### src/rtl/core/bgdm_pkg.sv
// Shared types and constants of the BayerGB 12-bit to RGB888 demosaic.
// No dependencies; the pixel sequencer and the top level import this package.
`default_nettype none
package bgdm_pkg;

   localparam int unsigned SAMPLE_W  = 12;
   localparam int unsigned CHAN_W    = 8;
   localparam int unsigned COLUMN_W  = 12;
   localparam int unsigned WIDTH_W   = 13;
   localparam int unsigned SHIFT_OUT = 4;

   // csr map: one register, byte address 4*index, index taken from paddr[2]
   localparam int unsigned CSR_ADDR_W       = 3;
   localparam int unsigned CSR_DATA_W       = 32;
   localparam logic        CSR_IDX_IMAGE_WIDTH = 1'b0;

   localparam logic [WIDTH_W-1:0] IMAGE_WIDTH_RESET = 13'd2590;

   // one 2x2 block, ready for the pixel sequencer
   typedef struct packed {
      logic [CHAN_W-1:0]   red;
      logic [CHAN_W-1:0]   green_top;
      logic [CHAN_W-1:0]   green_bottom;
      logic [CHAN_W-1:0]   blue;
      logic [COLUMN_W-1:0] column;      // odd column of the block's right pixel
   } block_type;

   function automatic logic [CHAN_W-1:0] to_chan(input logic [SAMPLE_W-1:0] s);
      to_chan = s[SAMPLE_W-1:SHIFT_OUT];
   endfunction

endpackage
`default_nettype wire

### src/rtl/core/bgdm_pixel_seq.sv
// Output sequencer: takes one 2x2 block and hands out its four RGB words in
// the order top-left, top-right, bottom-left, bottom-right. Uses bgdm_pkg.
`default_nettype none
module bgdm_pixel_seq (
   input  wire logic                 clock,
   input  wire logic                 reset,
   input  wire logic                 load,
   input  wire bgdm_pkg::block_type  block,
   output logic                      free,
   output logic                      rsp_valid,
   input  wire logic                 rsp_stall,
   output logic [7:0]                rsp_red,
   output logic [7:0]                rsp_green,
   output logic [7:0]                rsp_blue,
   output logic [11:0]               rsp_out_column,
   output logic                      rsp_lower_row,
   output logic                      rsp_last
);
   import bgdm_pkg::*;

   localparam logic [1:0] IDX_LAST = 2'd3;

   logic      busy_ff, busy_in;
   logic [1:0] idx_ff, idx_in;
   block_type blk_ff;
   logic      fire;

   assign fire = busy_ff & ~rsp_stall;
   assign free = ~busy_ff | (fire & (idx_ff == IDX_LAST));

   always_comb begin
      busy_in = busy_ff;
      idx_in  = idx_ff;
      if (load) begin
         busy_in = 1'b1;
         idx_in  = 2'd0;
      end else if (fire) begin
         if (idx_ff == IDX_LAST) begin
            busy_in = 1'b0;
         end
         idx_in = idx_ff + 2'd1;
      end
   end

   always_ff @(posedge clock) begin
      if (reset) begin
         busy_ff <= 1'b0;
         idx_ff  <= 2'd0;
      end else begin
         busy_ff <= busy_in;
         idx_ff  <= idx_in;
      end
   end

   always_ff @(posedge clock) begin
      if (load) begin
         blk_ff <= block;
      end
   end

   // bit 0 of the index picks the column, bit 1 the row of the pair
   assign rsp_valid      = busy_ff;
   assign rsp_red        = blk_ff.red;
   assign rsp_blue       = blk_ff.blue;
   assign rsp_green      = idx_ff[0] ? blk_ff.green_bottom : blk_ff.green_top;
   assign rsp_out_column = {blk_ff.column[COLUMN_W-1:1], idx_ff[0]};
   assign rsp_lower_row  = idx_ff[1];
   assign rsp_last       = (idx_ff == IDX_LAST);

endmodule
`default_nettype wire

### config.mk
export PLATFORM = sky130hd
export DESIGN_NAME = bgdm_pixel_seq
export DESIGN_NICKNAME = d
export VERILOG_FILES = /design/src/rtl/core/bgdm_pkg.sv /design/src/rtl/core/bgdm_pixel_seq.sv
export SDC_FILE = /design/constraint.sdc
export NUM_CORES = 1
export LEC_CHECK = 0
export BUFFER_PORTS_ARGS = -buffer_cell sky130_fd_sc_hd__buf_2
export CAP_MARGIN = 40
export CORE_ASPECT_RATIO = 1.2
export CORE_MARGIN = 1.5
export CORE_UTILIZATION = 48
export CTS_CLUSTER_DIAMETER = 50
export DETAILED_ROUTE_END_ITERATION = 10
export HOLD_SLACK_MARGIN = 0.15
export PLACE_DENSITY = 0.83
export SETUP_SLACK_MARGIN = 0.1
export SYNTH_ARGS = -nofsm -noshare
export SYNTH_HDL_FRONTEND = slang
export SYNTH_SLANG_ARGS = --single-unit
export TNS_END_PERCENT = 100
### constraint.sdc
create_clock -name clock -period 1.51 [get_ports clock]
set_clock_uncertainty 0.15 [all_clocks]
set_input_delay 0.151 -clock clock [delete_from_list [all_inputs] [get_ports clock]]
set_output_delay 0.151 -clock clock [all_outputs]
set_load 0.02 [all_outputs]
==> impl_results.md, run 1 <==
- Status: complete, but fails checks
- Failing checks: setup timing
- Die Y: 69.48 um
- Initial antenna violation count: 0
- Cell with the most instances after synthesis: edfxtp_1
- CTS sink count: 46
- Initial Util: 51.63%
- I/O pin count: 88
- FFs w/ async S/R, synth: 0%
- RSZ-0062 raised after global routing: true
- Clk Latency, worst-skew pair: 280 ps
- CP top delay family: flip-flops
- Synth top cells by count: 43 x edfxtp_1, 27 x buf_4, 8 x mux2_4
- Slowest cell delay on critical path: 370 ps
- Cell accounting for the most synthesized area: edfxtp_1
- Peak supply drop: 0.0006335 V
- Grt ovf: 0
- Final hold viol count: 0
- Average wire per cell in the routed design: 15.41 um
- CP required: 1210 ps
- Flop and latch count out of synthesis: 46
- Worst hold path class: in -> reg
- Cells after synthesis: 92
- Min-delay src: load
- Slew Limit Fails: 0
- Final hold slack: 189.2 ps
- Row cnt: 23
- RR Startpoint: idx_ff[0]
- Final setup TNS: -33.59 ps
- Global-route wire length before repair: 5478 um
- Post-route minimum period: 1523 ps
- Reg area: 1355 um^2
- DRT iter0 DRCs: 51
- Diode count: 0
- Worst slew pin tran: 244.4 ps
- Syn-to-layout area delta: 54.78%
- Clock Pin Slew Worst Setup and Hold Paths: 70 ps
- Pre-CTS WS: 116.0 ps
- Top-area cell type share of the netlist area: 73.04%
- CTS HTree Levels: 2
- Post-synth EDFFs: 43
- Worst EP arrival: 1220 ps
- Crit-path cells: buf_6 > mux2_4 > buf_6
- Multi-input gate area: 211.5 um^2
- Relative slew slack: 83.71%
- CP Max Fanout: 4
- CP startpoint kind: flip-flop
- Register area share after synthesis: 76.43%
- CP Buf/Inv Count: 2
- Routability cong.: 0.6606
- Overall power: 2.861 mW
- Fill cell count: 177
- Nets: 257
- Static Leakage: 1.173 nW
- Via Count: 1136
- Synth warn: 0
- Via/cell ratio: 4.618
- Max Freq: 656.7 MHz
- Antenna-violating nets left: 0
- Synth Cell Area: 1768 um^2
- Proportion of layout cells with a drive suffix above 1: 54.55%
- Clock buffer count from CTS: 5
- Slowest-stage cell, CP: dfxtp_4
- Setup violators final: 4
- # port buffers: 86
- Final WL: 3790 um
- Fin crit share: 100.9%
- Synthesized net count: 141
- Critical path class: reg -> out
- CTS tree: built
- Worst Slack Setup Final: -12.86 ps
- Gr usage total: 19.11%
- Clk root buf: clkbuf_8
- DR pass1 iterations: 4
- Number of global-route vias before repair: 1235
- Clock buffer depth: 2
- Pin count of the biggest net entering global routing: 47
- Power Dens Cells: 1046 nW/um^2
- Layout Utilization: 79.91%
- # DRC: 0
- Crit path top cell by count: buf_6
- Netlist cell types: 13
- Die width: 58.40 um
- Core area: 3425 um^2
- Worst Setup End Kind: output port
- Die area: 4058 um^2
- Most used DFF post-synth: edfxtp_1
- Synth area leaders: edfxtp_1 73%, buf_4 11%, mux2_4 6.8%, dfxtp_1 3.4%, nor3_2 1.1%
- CP Launch Point: idx_ff[0]
- Total of max-cap violations: 0
- Mean cell area of the mapped netlist: 19.22 um^2
## worst min-delay path: stages
cell,delay [ps]
buf_2,100
buf_12,230
nor3_2,80
## logic make-up after synthesis
family | after synthesis | share of synthesized area, %
AO/OA/AOI/OAI | 2 | 0.5656
XOR/XNOR | 1 | 0.4955
adder cells (fa/ha/maj) | 1 | 0.7076
buffers and inverters | 30 | 12.53
flip-flops | 46 | 76.43
multiplexers | 9 | 7.361
AND/OR/NAND/NOR | 3 | 1.911
## per-stage QoR
stage,cell area [um^2],cells
after global placement,2076,189
after detailed placement,2076,189
final,2736,246
after floorplan,1785,92
after global routing,2736,246
after CTS,2736,246
## cell usage in the layout, fill, tap and decap left out, drive strengths merged
cell         instances
o21ai                1
buf                 92
mux2i                1
edfxtp              43
clkinvlp             1
clkbuf               6
inv                  2
dlygate4sd3         45
nor3                 2
bufinv               1
ha                   1
dfxtp                3
mux2                 8
xnor2                1
nor2b                1
a21oi                1
## per-layer routing
metal,routed length (um),vias up,global-route usage [%]
li1,-,537,-
met1,1186,541,14.72
met2,2341,53,39.83
met3,206,5,5.224
met4,56,0,7.752
met5,0,-,0
## power by group
group | switching [mW] | total (mW) | internal, mW
logic | 0.217 | 0.459 | 0.242
clock network | 0.383 | 0.876 | 0.493
registers | 0.0282 | 1.53 | 1.50
total | 0.628 | 2.86 | 2.23
## repair_timing
item,in CTS,in global routing
gates resized for setup,23,1
setup buffers,4,0
endpoints found under the setup margin,11,9
hold buffers,45,0
hold endpoints to repair,46,0
## area by class of cell
type                       instances  area share, %
tap                               37          1.692
sequential                        46          49.52
timing repair buffer             137          36.76
clock inverter                     2          1.372
clock buffer                       6          2.652
inverter                           2         0.2743
multi-input combinational         16          7.728
## registers in the layout (all words and copies together) (netlist names)
register and count:
blk_ff 16, idx_ff 2, rsp_blue 8, rsp_valid 1
rsp_red 8, rsp_out_column 11
## path summary, 6_finish.rpt
path,end,slack [ps],depth (start not counted)
worst min register to register,rsp_valid,360,2
worst min-delay path,idx_ff[0],190,3
worst max-delay path,rsp_green[3],-10,3
worst max register to register,idx_ff[0],270,5
Power figures use the tool's default switching activity.
==> run 2: changes to the inputs <==
--- a/config.mk
+++ b/config.mk
@@ -9,12 +9,13 @@
 export CAP_MARGIN = 40
 export CORE_ASPECT_RATIO = 1.2
 export CORE_MARGIN = 1.5
-export CORE_UTILIZATION = 48
+export CORE_UTILIZATION = 45
 export CTS_CLUSTER_DIAMETER = 50
 export DETAILED_ROUTE_END_ITERATION = 10
 export HOLD_SLACK_MARGIN = 0.15
-export PLACE_DENSITY = 0.83
+export PLACE_DENSITY = 0.79
 export SETUP_SLACK_MARGIN = 0.1
+export SKIP_CTS_REPAIR_TIMING = 1
 export SYNTH_ARGS = -nofsm -noshare
 export SYNTH_HDL_FRONTEND = slang
 export SYNTH_SLANG_ARGS = --single-unit
==> constraint.sdc (replaced) <==
create_clock -name clock -period 1.55 [get_ports clock]
set_clock_uncertainty 0.15 [all_clocks]
set_input_delay 0.155 -clock clock [delete_from_list [all_inputs] [get_ports clock]]
set_output_delay 0.155 -clock clock [all_outputs]
set_load 0.02 [all_outputs]
==> run 2 against run 1 <==
Effect of this change: the run still ends with setup timing left; sequential power fell by 3%; non-clock buffer count shrank 4; clock power shrank 0.9%; register-to-register slack better by 120 ps; critical path depth unchanged; largest power group unchanged; combinational power decreased by 3%; setup slack gained 0.64 ps; highest routed layer unchanged; sequential share of layout area is 0.39 points higher; first-iteration DRC count is 22% lower.
==> impl_results.md, run 2 (synthesis gave the netlist of run 1 again) <==
- Worst Setup End Kind: output port
- I/O pin count: 88
- DR pass1 iterations: 4
- Worst slew pin tran: 241.0 ps
- # port buffers: 86
- Worst hold path class: in -> reg
- CTS tree: built
- Die Y: 71.66 um
- Worst Hold Path Cells: 3
- CP Launch Point: idx_ff[0]
- Die width: 60.22 um
- Commonest non-fill, non-tap cell in the layout: buf_2
- Layout Utilization: 73.58%
- R2r setup slk: 390 ps
- Power Dens Cells: 1030 nW/um^2
- CP required: 1240 ps
- Row cnt: 24
- CTS HTree Levels: 2
- # DRC: 0
- Net Sw Frac: 22.39%
- Worst r2r path cells: 3
- Static Leakage: 1.152 nW
- Syn-to-layout area delta: 53.72%
- Logic gate share of total power: 15.8%
- DRT iter0 DRCs: 40
- Initial antenna violation count: 0
- Slew Limit Fails: 0
- Sw Pwr: 626.7 uW
- Max reg flops: 16
- Int Pwr: 2.172 mW
- Proportion of layout cells with a drive suffix above 1: 53.66%
- Pin count of the biggest net entering global routing: 47
- Diode count: 0
- Average wire per cell in the routed design: 15.35 um
- CP Max Fanout: 8
- Final setup TNS: -59.52 ps
- Gr usage total: 13.36%
- Clock buffer depth: 2
- Final hold viol count: 0
- Setup violators final: 8
- Post-Layout Cell Count: 257
- Global-route wire length before repair: 4064 um
- Most frequent cells in the layout: 77 x buf_2, 45 x dlygate4sd3_1, 43 x edfxtp_1
- Number of global-route vias before repair: 920
- Relative slew slack: 83.94%
- CP startpoint kind: flip-flop
- Worst Slack Setup Final: -12.22 ps
- Clock Pin Slew Worst Setup and Hold Paths: 80 ps
- Placed Area: 2096 um^2
- Clk Latency, worst-skew pair: 290 ps
- Status: complete, but fails checks
- Pre-CTS WS: 180.8 ps
- Fin area: 2718 um^2
- Max Freq: 640.1 MHz
- Routability cong.: 0.6610
- Via/cell ratio: 4.354
- Hold Path End: rsp_valid
- RR Startpoint: idx_ff[0]
- Core area: 3694 um^2
- Die area: 4315 um^2
- Final WL: 3945 um
- RSZ-0062 raised after global routing: true
- CTS sink count: 46
- Reg power frac: 53.2%
- Failing checks: setup timing
- Clock buffer count from CTS: 5
- Min-delay src: rsp_stall
- Clk root buf: clkbuf_8
- Nets: 253
- Placed cells: 204
- Peak supply drop: 0.0006030 V
- Post-route minimum period: 1562 ps
- Critical path class: reg -> out
- Worst EP arrival: 1260 ps
- Largest reg by FF count: blk_ff
- Grt ovf: 0
- Initial Util: 47.87%
- Total of max-cap violations: 0
- Via Count: 1119
- Reg2reg end: idx_ff[1]
- Antenna-violating nets left: 0
- Overall power: 2.799 mW
- Clock share of power: 31.0%
- Fin crit share: 100.8%
- Final hold slack: 80.43 ps
-- run 2: final cells by class --
cell class / instances / area [um^2]
clock buffer: 6 / 72.57
clock inverter: 2 / 37.54
fill: 234 / 975.9
inverter: 2 / 7.507
multi-input combinational: 16 / 201.4
sequential: 46 / 1356
tap: 52 / 65.06
timing repair buffer: 133 / 977.2
-- run 2: power groups by stage --
stage	clock network [mW]	logic, mW	registers, mW
after floorplan	0	0.226	1.51
after global placement	0	0.311	1.51
after CTS	0.876	0.320	1.48
after global routing	0.921	0.471	1.50
final	0.868	0.443	1.49
after detailed placement	0	0.319	1.51
-- run 2: per-layer routing --
metal	wire length (um)	vias up	global-route usage [%]
met5	0	-	0
met4	143	0	7.160
met3	239	13	5.054
met2	2346	61	24.88
met1	1216	518	11.65
li1	-	527	-
-- run 2: how the worst max path moves through the flow --
| stage | endpoint | slack [ps] |
|---|---|---|
| after global placement | rsp_green[3] | 210 |
| after floorplan | rsp_valid | 110 |
| after detailed placement | rsp_green[0] | 180 |
| after CTS | rsp_green[0] | -150 |
| after global routing | rsp_green[4] | -50 |
| final | rsp_green[2] | -10 |
-- run 2: worst max-delay path: stages, from the launching register on --
cell     delay (ps)
dfxtp_4         390
buf_12          140
mux2_4          310
buf_6           130
